$ cat src/trq_pkg.sv
// Shared types, constants and helper functions for the trackball rotator.
package trq_pkg;

   localparam int COORD_BITS = 12;
   localparam int FRAC_BITS = 14;
   localparam int QW = FRAC_BITS + 2;
   localparam int DIM_BITS = 13;
   localparam int DIV_NUM_BITS = 34;
   localparam int DIV_DEN_BITS = 16;
   localparam int FIFO_DEPTH = 2;

   localparam logic [63:0] GAIN_INV_Q32 = 64'h0000_0000_9B74_EDA8;
   localparam logic signed [19:0] CORDIC_X0 =
      20'((GAIN_INV_Q32 + (64'd1 << (31 - FRAC_BITS))) >> (32 - FRAC_BITS));

   typedef logic [1:0] cmd_type;
   localparam cmd_type CMD_START = 2'd0;
   localparam cmd_type CMD_MOVE  = 2'd1;
   localparam cmd_type CMD_END   = 2'd2;
   localparam cmd_type CMD_INIT  = 2'd3;

   localparam logic REG_VIEW_WIDTH  = 1'b0;
   localparam logic REG_VIEW_HEIGHT = 1'b1;

   typedef logic [8:0][QW-1:0] mat_type;
   typedef logic [3:0][QW-1:0] quat_type;

   localparam logic [QW-1:0] ONE_Q = QW'(1) << FRAC_BITS;
   localparam mat_type IDENT_MAT = {ONE_Q, {3{QW'(0)}}, ONE_Q, {3{QW'(0)}}, ONE_Q};
   localparam quat_type IDENT_QUAT = {{3{QW'(0)}}, ONE_Q};

   typedef struct packed {
      cmd_type cmd;
      logic signed [COORD_BITS:0] diff_x;
      logic signed [COORD_BITS:0] diff_y;
   } item_type;

   typedef struct packed {
      logic start;
      logic [DIV_NUM_BITS-1:0] num;
      logic [DIV_DEN_BITS-1:0] den;
   } div_req_type;

   typedef struct packed {
      logic done;
      logic [DIV_NUM_BITS-1:0] quo;
   } div_rsp_type;

   function automatic logic signed [QW-1:0] sat_q(input logic signed [20:0] v);
      if (v > 21'sd32767) begin
         return 16'sh7FFF;
      end else if (v < -21'sd32768) begin
         return 16'sh8000;
      end
      return v[QW-1:0];
   endfunction

   function automatic logic [31:0] atan_turn(input logic [4:0] k);
      case (k)
         5'd0:  return 32'h20000000;
         5'd1:  return 32'h12E4051D;
         5'd2:  return 32'h09FB385B;
         5'd3:  return 32'h051111D4;
         5'd4:  return 32'h028B0D43;
         5'd5:  return 32'h0145D7E1;
         5'd6:  return 32'h00A2F61E;
         5'd7:  return 32'h00517C55;
         5'd8:  return 32'h0028BE53;
         5'd9:  return 32'h00145F2E;
         5'd10: return 32'h000A2F98;
         5'd11: return 32'h000517CC;
         5'd12: return 32'h00028BE6;
         5'd13: return 32'h000145F3;
         5'd14: return 32'h0000A2F9;
         5'd15: return 32'h0000517C;
         5'd16: return 32'h000028BE;
         5'd17: return 32'h0000145F;
         5'd18: return 32'h00000A2F;
         5'd19: return 32'h00000517;
         5'd20: return 32'h0000028B;
         5'd21: return 32'h00000145;
         5'd22: return 32'h000000A2;
         5'd23: return 32'h00000051;
         5'd24: return 32'h00000028;
         5'd25: return 32'h00000014;
         5'd26: return 32'h0000000A;
         5'd27: return 32'h00000005;
         5'd28: return 32'h00000002;
         5'd29: return 32'h00000001;
         default: return 32'h00000000;
      endcase
   endfunction

endpackage

$ cat src/trq_back.sv
// Back end sequencer: drag math, CORDIC, quaternion product, matrix build.
module trq_back #(
   parameter int CORDIC_ITERS = 16
) (
   input  logic clock,
   input  logic reset,
   input  logic [trq_pkg::DIM_BITS-1:0] view_width,
   input  logic [trq_pkg::DIM_BITS-1:0] view_height,
   input  logic fifo_valid,
   input  trq_pkg::item_type fifo_item,
   output logic fifo_pop,
   output trq_pkg::div_req_type div_req,
   input  trq_pkg::div_rsp_type div_rsp,
   input  logic out_free,
   output logic out_load,
   output trq_pkg::mat_type out_mat
);
   import trq_pkg::*;

   localparam int IterW = $clog2(CORDIC_ITERS + 1);

   localparam logic [3:0] S_IDLE     = 4'd0;
   localparam logic [3:0] S_DIV_GO   = 4'd1;
   localparam logic [3:0] S_DIV_WAIT = 4'd2;
   localparam logic [3:0] S_SQ1      = 4'd3;
   localparam logic [3:0] S_SQ2      = 4'd4;
   localparam logic [3:0] S_ROOT     = 4'd5;
   localparam logic [3:0] S_ANGLE    = 4'd6;
   localparam logic [3:0] S_CORDIC   = 4'd7;
   localparam logic [3:0] S_FOLD     = 4'd8;
   localparam logic [3:0] S_QMAC     = 4'd9;
   localparam logic [3:0] S_MMUL     = 4'd10;
   localparam logic [3:0] S_MSUM     = 4'd11;
   localparam logic [3:0] S_OUT      = 4'd12;

   logic [3:0] state_ff, state_in;
   item_type item_ff, item_in;
   logic [1:0] sel_ff, sel_in;
   logic neg_ff, neg_in;
   logic signed [QW-1:0] dx_ff, dx_in, dy_ff, dy_in;
   logic signed [QW-1:0] d0_ff, d0_in, d1_ff, d1_in, d2_ff, d2_in;
   logic [31:0] sum_ff, sum_in, root_v_ff, root_v_in, root_r_ff, root_r_in;
   logic [3:0] root_cnt_ff, root_cnt_in;
   logic [QW-1:0] a_ff, a_in;
   logic [1:0] quad_ff, quad_in;
   logic signed [19:0] cx_ff, cx_in, cy_ff, cy_in, s_ff, s_in;
   logic signed [31:0] cz_ff, cz_in;
   logic [IterW-1:0] iter_ff, iter_in;
   logic [1:0] comp_ff, comp_in, term_ff, term_in;
   logic [3:0] step_ff, step_in;
   logic signed [20:0] acc_ff, acc_in;
   quat_type saved_ff, saved_in, cur_ff, cur_in;
   mat_type mat_ff, mat_in;
   logic signed [18:0] prod_ff [9];
   logic signed [18:0] prod_in [9];

   logic signed [19:0] mul_a, mul_b;
   logic signed [39:0] mul_p, mag_p, r14, r13;
   logic mul_neg;
   logic [COORD_BITS:0] mag_d;
   logic [DIM_BITS-1:0] dim;
   logic [32:0] root_t;
   logic [31:0] root_bit, phase, folded;
   logic [1:0] quad;
   logic [4:0] k;
   logic signed [19:0] xs, ys, fc, fs;
   logic signed [QW-1:0] qval;
   logic signed [20:0] term_v, one21;

   function automatic logic signed [19:0] ext20(input logic [QW-1:0] v);
      return 20'(signed'(v));
   endfunction

   function automatic logic signed [QW-1:0] sat_div(input logic neg,
                                                    input logic [DIV_NUM_BITS-1:0] quo);
      if (neg) begin
         if (quo > DIV_NUM_BITS'(32768)) begin
            return 16'sh8000;
         end
         return -signed'(quo[QW-1:0]);
      end
      if (quo > DIV_NUM_BITS'(32767)) begin
         return 16'sh7FFF;
      end
      return signed'(quo[QW-1:0]);
   endfunction

   assign mul_p = mul_a * mul_b;
   assign r14 = (mul_p + 40'sd8192) >>> FRAC_BITS;
   assign r13 = (mul_p + 40'sd4096) >>> (FRAC_BITS - 1);
   assign one21 = 21'(signed'({1'b0, ONE_Q}));

   assign fifo_pop = (state_ff == S_IDLE) && fifo_valid;
   assign out_load = (state_ff == S_OUT) && out_free;
   assign out_mat = mat_ff;

   // operand select for the shared multiplier
   always_comb begin
      mul_a = '0;
      mul_b = '0;
      mul_neg = 1'b0;
      case (state_ff)
         S_DIV_GO: begin
            mul_a = (sel_ff == 2'd2) ? 20'(dy_ff) : 20'(dx_ff);
            mul_b = s_ff;
         end
         S_SQ1: begin
            mul_a = 20'(dx_ff);
            mul_b = 20'(dx_ff);
         end
         S_SQ2: begin
            mul_a = 20'(dy_ff);
            mul_b = 20'(dy_ff);
         end
         S_QMAC: begin
            case (term_ff)
               2'd0: mul_a = 20'(d0_ff);
               2'd1: mul_a = 20'(d1_ff);
               default: mul_a = 20'(d2_ff);
            endcase
            case ({comp_ff, term_ff})
               4'h0: mul_b = ext20(saved_ff[0]);
               4'h1: begin mul_b = ext20(saved_ff[1]); mul_neg = 1'b1; end
               4'h2: begin mul_b = ext20(saved_ff[2]); mul_neg = 1'b1; end
               4'h4: mul_b = ext20(saved_ff[1]);
               4'h5: mul_b = ext20(saved_ff[0]);
               4'h6: mul_b = ext20(saved_ff[3]);
               4'h8: mul_b = ext20(saved_ff[2]);
               4'h9: begin mul_b = ext20(saved_ff[3]); mul_neg = 1'b1; end
               4'hA: mul_b = ext20(saved_ff[0]);
               4'hC: mul_b = ext20(saved_ff[3]);
               4'hD: mul_b = ext20(saved_ff[2]);
               4'hE: begin mul_b = ext20(saved_ff[1]); mul_neg = 1'b1; end
               default: mul_b = '0;
            endcase
         end
         S_MMUL: begin
            case (step_ff)
               4'd0: begin mul_a = ext20(cur_ff[1]); mul_b = ext20(cur_ff[1]); end
               4'd1: begin mul_a = ext20(cur_ff[2]); mul_b = ext20(cur_ff[2]); end
               4'd2: begin mul_a = ext20(cur_ff[3]); mul_b = ext20(cur_ff[3]); end
               4'd3: begin mul_a = ext20(cur_ff[1]); mul_b = ext20(cur_ff[2]); end
               4'd4: begin mul_a = ext20(cur_ff[2]); mul_b = ext20(cur_ff[3]); end
               4'd5: begin mul_a = ext20(cur_ff[3]); mul_b = ext20(cur_ff[1]); end
               4'd6: begin mul_a = ext20(cur_ff[1]); mul_b = ext20(cur_ff[0]); end
               4'd7: begin mul_a = ext20(cur_ff[2]); mul_b = ext20(cur_ff[0]); end
               default: begin mul_a = ext20(cur_ff[3]); mul_b = ext20(cur_ff[0]); end
            endcase
         end
         default: begin
            mul_a = '0;
            mul_b = '0;
         end
      endcase
   end

   always_comb begin
      state_in = state_ff;
      item_in = item_ff;
      sel_in = sel_ff;
      neg_in = neg_ff;
      dx_in = dx_ff;
      dy_in = dy_ff;
      d0_in = d0_ff;
      d1_in = d1_ff;
      d2_in = d2_ff;
      sum_in = sum_ff;
      root_v_in = root_v_ff;
      root_r_in = root_r_ff;
      root_cnt_in = root_cnt_ff;
      a_in = a_ff;
      quad_in = quad_ff;
      cx_in = cx_ff;
      cy_in = cy_ff;
      cz_in = cz_ff;
      s_in = s_ff;
      iter_in = iter_ff;
      comp_in = comp_ff;
      term_in = term_ff;
      step_in = step_ff;
      acc_in = acc_ff;
      saved_in = saved_ff;
      cur_in = cur_ff;
      mat_in = mat_ff;
      prod_in = prod_ff;
      div_req = '0;

      mag_p = mul_p[39] ? -mul_p : mul_p;
      mag_d = '0;
      dim = '0;
      root_bit = 32'd1 << {root_cnt_ff, 1'b0};
      root_t = {1'b0, root_r_ff} + {1'b0, root_bit};
      phase = 32'({a_ff, 17'd0});
      folded = phase + 32'h2000_0000;
      quad = folded[31:30];
      k = 5'(iter_ff);
      xs = cx_ff >>> k;
      ys = cy_ff >>> k;
      fc = cx_ff;
      fs = cy_ff;
      qval = '0;
      term_v = mul_neg ? -21'(r14) : 21'(r14);

      case (state_ff)
         S_IDLE: begin
            if (fifo_valid) begin
               item_in = fifo_item;
               case (fifo_item.cmd)
                  CMD_MOVE: begin
                     sel_in = 2'd0;
                     state_in = S_DIV_GO;
                  end
                  CMD_END: begin
                     saved_in = cur_ff;
                     state_in = S_OUT;
                  end
                  CMD_INIT: begin
                     cur_in = saved_ff;
                     step_in = '0;
                     state_in = S_MMUL;
                  end
                  default: state_in = S_OUT;
               endcase
            end
         end
         S_DIV_GO: begin
            div_req.start = 1'b1;
            case (sel_ff)
               2'd0, 2'd1: begin
                  if (sel_ff == 2'd0) begin
                     mag_d = item_ff.diff_x[COORD_BITS] ? -item_ff.diff_x : item_ff.diff_x;
                     neg_in = item_ff.diff_x[COORD_BITS];
                     dim = (view_width == '0) ? DIM_BITS'(1) : view_width;
                  end else begin
                     mag_d = item_ff.diff_y[COORD_BITS] ? -item_ff.diff_y : item_ff.diff_y;
                     neg_in = item_ff.diff_y[COORD_BITS];
                     dim = (view_height == '0) ? DIM_BITS'(1) : view_height;
                  end
                  div_req.num = DIV_NUM_BITS'(mag_d[COORD_BITS-1:0]) << FRAC_BITS;
                  div_req.den = DIV_DEN_BITS'(dim);
               end
               default: begin
                  neg_in = mul_p[39];
                  div_req.num = mag_p[DIV_NUM_BITS-1:0];
                  div_req.den = a_ff;
               end
            endcase
            state_in = S_DIV_WAIT;
         end
         S_DIV_WAIT: begin
            if (div_rsp.done) begin
               qval = sat_div(neg_ff, div_rsp.quo);
               case (sel_ff)
                  2'd0: begin dx_in = qval; sel_in = 2'd1; state_in = S_DIV_GO; end
                  2'd1: begin dy_in = qval; state_in = S_SQ1; end
                  2'd2: begin d1_in = qval; sel_in = 2'd3; state_in = S_DIV_GO; end
                  default: begin
                     d2_in = qval;
                     comp_in = '0;
                     term_in = '0;
                     state_in = S_QMAC;
                  end
               endcase
            end
         end
         S_SQ1: begin
            sum_in = mul_p[31:0];
            state_in = S_SQ2;
         end
         S_SQ2: begin
            root_v_in = sum_ff + mul_p[31:0];
            root_r_in = '0;
            root_cnt_in = 4'd15;
            state_in = S_ROOT;
         end
         S_ROOT: begin
            if ({1'b0, root_v_ff} >= root_t) begin
               root_v_in = root_v_ff - root_t[31:0];
               root_r_in = (root_r_ff >> 1) + root_bit;
            end else begin
               root_r_in = root_r_ff >> 1;
            end
            root_cnt_in = root_cnt_ff - 1'b1;
            if (root_cnt_ff == '0) begin
               a_in = root_r_in[QW-1:0];
               state_in = S_ANGLE;
            end
         end
         S_ANGLE: begin
            if (a_ff == '0) begin
               state_in = S_OUT;
            end else begin
               quad_in = quad;
               cz_in = signed'(phase - {quad, 30'd0});
               cx_in = CORDIC_X0;
               cy_in = '0;
               iter_in = '0;
               state_in = S_CORDIC;
            end
         end
         S_CORDIC: begin
            if (!cz_ff[31]) begin
               cx_in = cx_ff - ys;
               cy_in = cy_ff + xs;
               cz_in = cz_ff - signed'(atan_turn(k));
            end else begin
               cx_in = cx_ff + ys;
               cy_in = cy_ff - xs;
               cz_in = cz_ff + signed'(atan_turn(k));
            end
            iter_in = iter_ff + 1'b1;
            if (iter_ff == IterW'(CORDIC_ITERS - 1)) begin
               state_in = S_FOLD;
            end
         end
         S_FOLD: begin
            case (quad_ff)
               2'd0: begin fc = cx_ff;  fs = cy_ff;  end
               2'd1: begin fc = -cy_ff; fs = cx_ff;  end
               2'd2: begin fc = -cx_ff; fs = -cy_ff; end
               default: begin fc = cy_ff; fs = -cx_ff; end
            endcase
            d0_in = sat_q(21'(fc));
            s_in = fs;
            sel_in = 2'd2;
            state_in = S_DIV_GO;
         end
         S_QMAC: begin
            acc_in = ((term_ff == 2'd0) ? 21'sd0 : acc_ff) + term_v;
            if (term_ff == 2'd2) begin
               cur_in[comp_ff] = sat_q(acc_in);
               term_in = '0;
               comp_in = comp_ff + 1'b1;
               if (comp_ff == 2'd3) begin
                  step_in = '0;
                  state_in = S_MMUL;
               end
            end else begin
               term_in = term_ff + 1'b1;
            end
         end
         S_MMUL: begin
            prod_in[step_ff] = 19'(r13);
            step_in = step_ff + 1'b1;
            if (step_ff == 4'd8) begin
               state_in = S_MSUM;
            end
         end
         S_MSUM: begin
            // x2 y2 z2 xy yz zx xw yw zw
            mat_in[0] = sat_q(one21 - 21'(prod_ff[1]) - 21'(prod_ff[2]));
            mat_in[1] = sat_q(21'(prod_ff[3]) + 21'(prod_ff[8]));
            mat_in[2] = sat_q(21'(prod_ff[5]) - 21'(prod_ff[7]));
            mat_in[3] = sat_q(21'(prod_ff[3]) - 21'(prod_ff[8]));
            mat_in[4] = sat_q(one21 - 21'(prod_ff[2]) - 21'(prod_ff[0]));
            mat_in[5] = sat_q(21'(prod_ff[4]) + 21'(prod_ff[6]));
            mat_in[6] = sat_q(21'(prod_ff[5]) + 21'(prod_ff[7]));
            mat_in[7] = sat_q(21'(prod_ff[4]) - 21'(prod_ff[6]));
            mat_in[8] = sat_q(one21 - 21'(prod_ff[0]) - 21'(prod_ff[1]));
            state_in = S_OUT;
         end
         S_OUT: begin
            if (out_free) begin
               state_in = S_IDLE;
            end
         end
         default: state_in = S_IDLE;
      endcase
   end

   always_ff @(posedge clock) begin
      item_ff <= item_in;
      sel_ff <= sel_in;
      neg_ff <= neg_in;
      dx_ff <= dx_in;
      dy_ff <= dy_in;
      d0_ff <= d0_in;
      d1_ff <= d1_in;
      d2_ff <= d2_in;
      sum_ff <= sum_in;
      root_v_ff <= root_v_in;
      root_r_ff <= root_r_in;
      root_cnt_ff <= root_cnt_in;
      a_ff <= a_in;
      quad_ff <= quad_in;
      cx_ff <= cx_in;
      cy_ff <= cy_in;
      cz_ff <= cz_in;
      s_ff <= s_in;
      iter_ff <= iter_in;
      comp_ff <= comp_in;
      term_ff <= term_in;
      step_ff <= step_in;
      acc_ff <= acc_in;
      prod_ff <= prod_in;
      if (reset) begin
         state_ff <= S_IDLE;
         saved_ff <= IDENT_QUAT;
         cur_ff <= '0;
         mat_ff <= IDENT_MAT;
      end else begin
         state_ff <= state_in;
         saved_ff <= saved_in;
         cur_ff <= cur_in;
         mat_ff <= mat_in;
      end
   end
endmodule

$ cat config.mk
export PLATFORM = sky130hd
export DESIGN_NAME = trq_back
export DESIGN_NICKNAME = d
export VERILOG_FILES = /design/src/trq_pkg.sv /design/src/trq_back.sv
export SDC_FILE = /design/constraint.sdc
export NUM_CORES = 2
export LEC_CHECK = 0
export BUFFER_PORTS_ARGS = -buffer_cell sky130_fd_sc_hd__clkbuf_2
export CORE_ASPECT_RATIO = 0.6
export CORE_MARGIN = 1
export CORE_UTILIZATION = 53
export CTS_CLUSTER_DIAMETER = 30
export DETAILED_ROUTE_END_ITERATION = 16
export HOLD_SLACK_MARGIN = 0.15
export MAX_ROUTING_LAYER = met4
export PLACE_DENSITY_LB_ADDON = 0.15
export SLEW_MARGIN = 20
export SYNTH_ARGS = -nofsm -noshare
export SYNTH_HDL_FRONTEND = slang
export SYNTH_SLANG_ARGS = --single-unit
$ cat constraint.sdc
create_clock -name clock -period 12.2 [get_ports clock]
set_clock_uncertainty 0.1 [all_clocks]
set_input_delay 1.22 -clock clock [delete_from_list [all_inputs] [get_ports clock]]
set_output_delay 1.22 -clock clock [all_outputs]
set_load 0.03 [all_outputs]
==> metrics.txt <==
flop and latch count out of synthesis 830; non-filler instance count after layout roughly 11000; crit path DAT 13060 ps; total track usage 0.377; 1st-iter DRT viols 7844; Synth Net Count 9016; via count 64944; H-tree levels 4; reg-to-reg startpoint step_ff[0]; register area share after synthesis 0.309; crit-path max FO 8; most common cell after layout, fill and taps aside nand2_1; Tmin final ~12000 ps; Post-CTS Hold Fix Bufs 0; async set-or-reset flop fraction in the synthesized netlist 0; Detail Route Antenna Nets 0; GRT Residual Overflow 0; Post-Synthesis Cell Area 70700 um^2; max_slew headroom 0.123; most frequent cells in the layout 875 x nand2_1, 770 x inv_1, 654 x buf_4, 609 x nor2_1, 553 x a21oi_1; Ports 290; PnR worst setup slack -255 ps; Max Buffers Root-to-Sink 3; Die ar. around 130000 um^2; post-synthesis mux area share 0.0197; Yosys top cell area share 0.222; Clock Latency Late Sink 830 ps; Seq. cell area approximately 22000 um^2; compound-gate portion of the synthesized area 0.178; first-pass iteration count of the detailed router 7; number of synthesis warnings 0; RSZ-0062 raised after global routing yes; Via density 6.04; CTS tree done; worst slew pin tran 1310 ps; Core Rows about 100; die height between 200 and 300 um; final slew viol count 0; Detailed Place HPWL 196000 um; DRC violation count after routing 0; root buf cell clkbuf_16; syn_area_per_cell 8.87 um^2; Initial Util 0.536; worst r2r path cells 53; status finished, violations left; endpoints failing setup 93; final wirelength 254000 um; Placer Congestion between 1 and 1.5; largest net degree at the start of global routing 86; Max Clk Rate about 80 MHz; vias in the first global route 60266; synth unique cells 99; Die Width between 400 and 500 um; CP required 12800 ps; core area 132000 um^2; Synth Flop Type edfxtp_1; Cells after Synth around 8000; Area growth syn-to-layout 24.4%; ratio of cells with drive above 1 in the final layout 0.207; Inserted Clock Buffers 151; CTS Sinks 830; startpoint types flip-flop; Reg clk slew, reported paths 60 ps; fin crit share 1.02; Fill cells 10779; number of enable flip-flop cells after synthesis 524; Max Cap Viol 0; main combinational cell family by area after synthesis adder cells; first-pass GRT wire length between 300000 and 400000 um; R2R setup slack -260 ps; multi-input logic area ~47000 um^2; slowest cell on the critical path fa_1; r2r endpoint cur_ff[2]; Hold Crit Class flip-flop to flip-flop; CP most frequent cell fa_1; failing checks negative setup slack; largest cells by area after synthesis edfxtp_1 22%, fa_1 11%, ha_1 10%; Yosys top cell by area edfxtp_1; hold path start out_mat[115]; final hold viol count 0; Nets a little under 10000; Worst Setup End Kind flip-flop; PortBufs 289; initial antenna violation count 8; placed cells 10320; Synth Area in Simple Gates 0.152; per-cell routed wire length 23.6 um; adder-cell share of the synthesized area 0.208; CP max stage delay 550 ps; Worst Hold End out_mat[115]; XOR/XNOR Fraction of Synth Area 0.0707; depth of the worst hold-timing path 2; CP Class flip-flop to flip-flop
[logic make-up (layout without fill, tap and decap cells)]
kind of cell | after synthesis | after routing
and+or+nand+nor | 2367 | 2368
adders and majority gates | 945 | 945
muxes | 103 | 103
AOI/OAI and AO/OA | 1988 | 1989
buffers and inverters | 1177 | 2160
xor gates and xnor gates | 568 | 568
other | 0 | 10
DFF | 830 | 830
[synthesized netlist by cell type (199+ instances only)]
| cell | number |
|---|---|
| ha_1 | 564 |
| nand2_1 | 896 |
| clkbuf_1 | 324 |
| inv_1 | 803 |
| xnor2_1 | 366 |
| nor2_1 | 649 |
| dfxtp_1 | 306 |
| edfxtp_1 | 524 |
| xor2_1 | 199 |
| o21ai_0 | 431 |
| fa_1 | 381 |
| a21oi_1 | 610 |
[final cells by class]
type                    instances  share of cell area
well taps                    1785              0.0254
inverters                     809              0.0346
diodes                         10            0.000284
multi-input cells            5973               0.534
flip-flops and latches        830               0.249
clock buffers                 171              0.0446
clock inverters               113              0.0163
repair buffers               1067              0.0963
[state kept, by name (all words and copies together), names as in the netlist, 5 cells and up, named ones only]
name,flops
d1_ff,16
cur_ff,64
cx_ff,20
saved_ff,64
root_r_ff,32
a_ff,16
d0_ff,16
sum_ff,32
s_ff,20
cy_ff,20
item_ff,26
d2_ff,16
cz_ff,32
acc_ff,21
iter_ff,5
dy_ff,16
dx_ff,16
out_mat,144
root_v_ff,32
prod_ff,171
[worst max path at each step]
stage,slack [ps],depth (start not counted),endpoint,from
final,-260,53,cur_ff[2],step_ff[0]
after floorplan,10,54,cur_ff[21],term_ff[1]
after CTS,-80,42,div_req[24],comp_ff[0]
after detailed placement,-1140,51,cur_ff[5],term_ff[0]
after global routing,-680,58,cur_ff[6],step_ff[0]
after global placement,-840,50,cur_ff[6],comp_ff[0]
[through the flow]
stage	setup slack (ps)	hold WS [ps]	TNS, ps	cell area [um^2]	utilization
global placement	-840	356	-56350	78400	0.594
finish	-255	373	-14570	88000	0.667
CTS	-75.3	373	-266	86400	0.655
floorplan	14.6	339	0	70900	-
global route	-685	392	-52910	88000	0.667
detailed placement	-1140	350	-82110	78500	0.594
[repair_timing]
action                                  CTS  global route
gates cloned                             11             4
setup buffers                            89            49
endpoints found under the setup margin  102            98
pin swaps                               131           134
gates resized for setup                 368           239
[metal layers]
metal	track usage	part of all wire	vias up
met5	-	0	-
met4	0.0871	0.022	0
met3	0.118	0.13	375
met2	0.480	0.39	3514
met1	0.568	0.46	31501
li1	-	-	29554
[critical path, delay by kind of cell (launching register included)]
family / cells / cell delay, ps
AOI/OAI and AO/OA: 14 / 2960
and+or+nand+nor: 8 / 1310
muxes: 2 / 340
xor gates and xnor gates: 3 / 710
buffers and inverters: 16 / 1920
adders and majority gates: 10 / 4530
DFF: 1 / 430
Power is left out: the tool's default activity adds up to more than one toggle a clock period on the data nets, which glitch-free logic cannot reach.
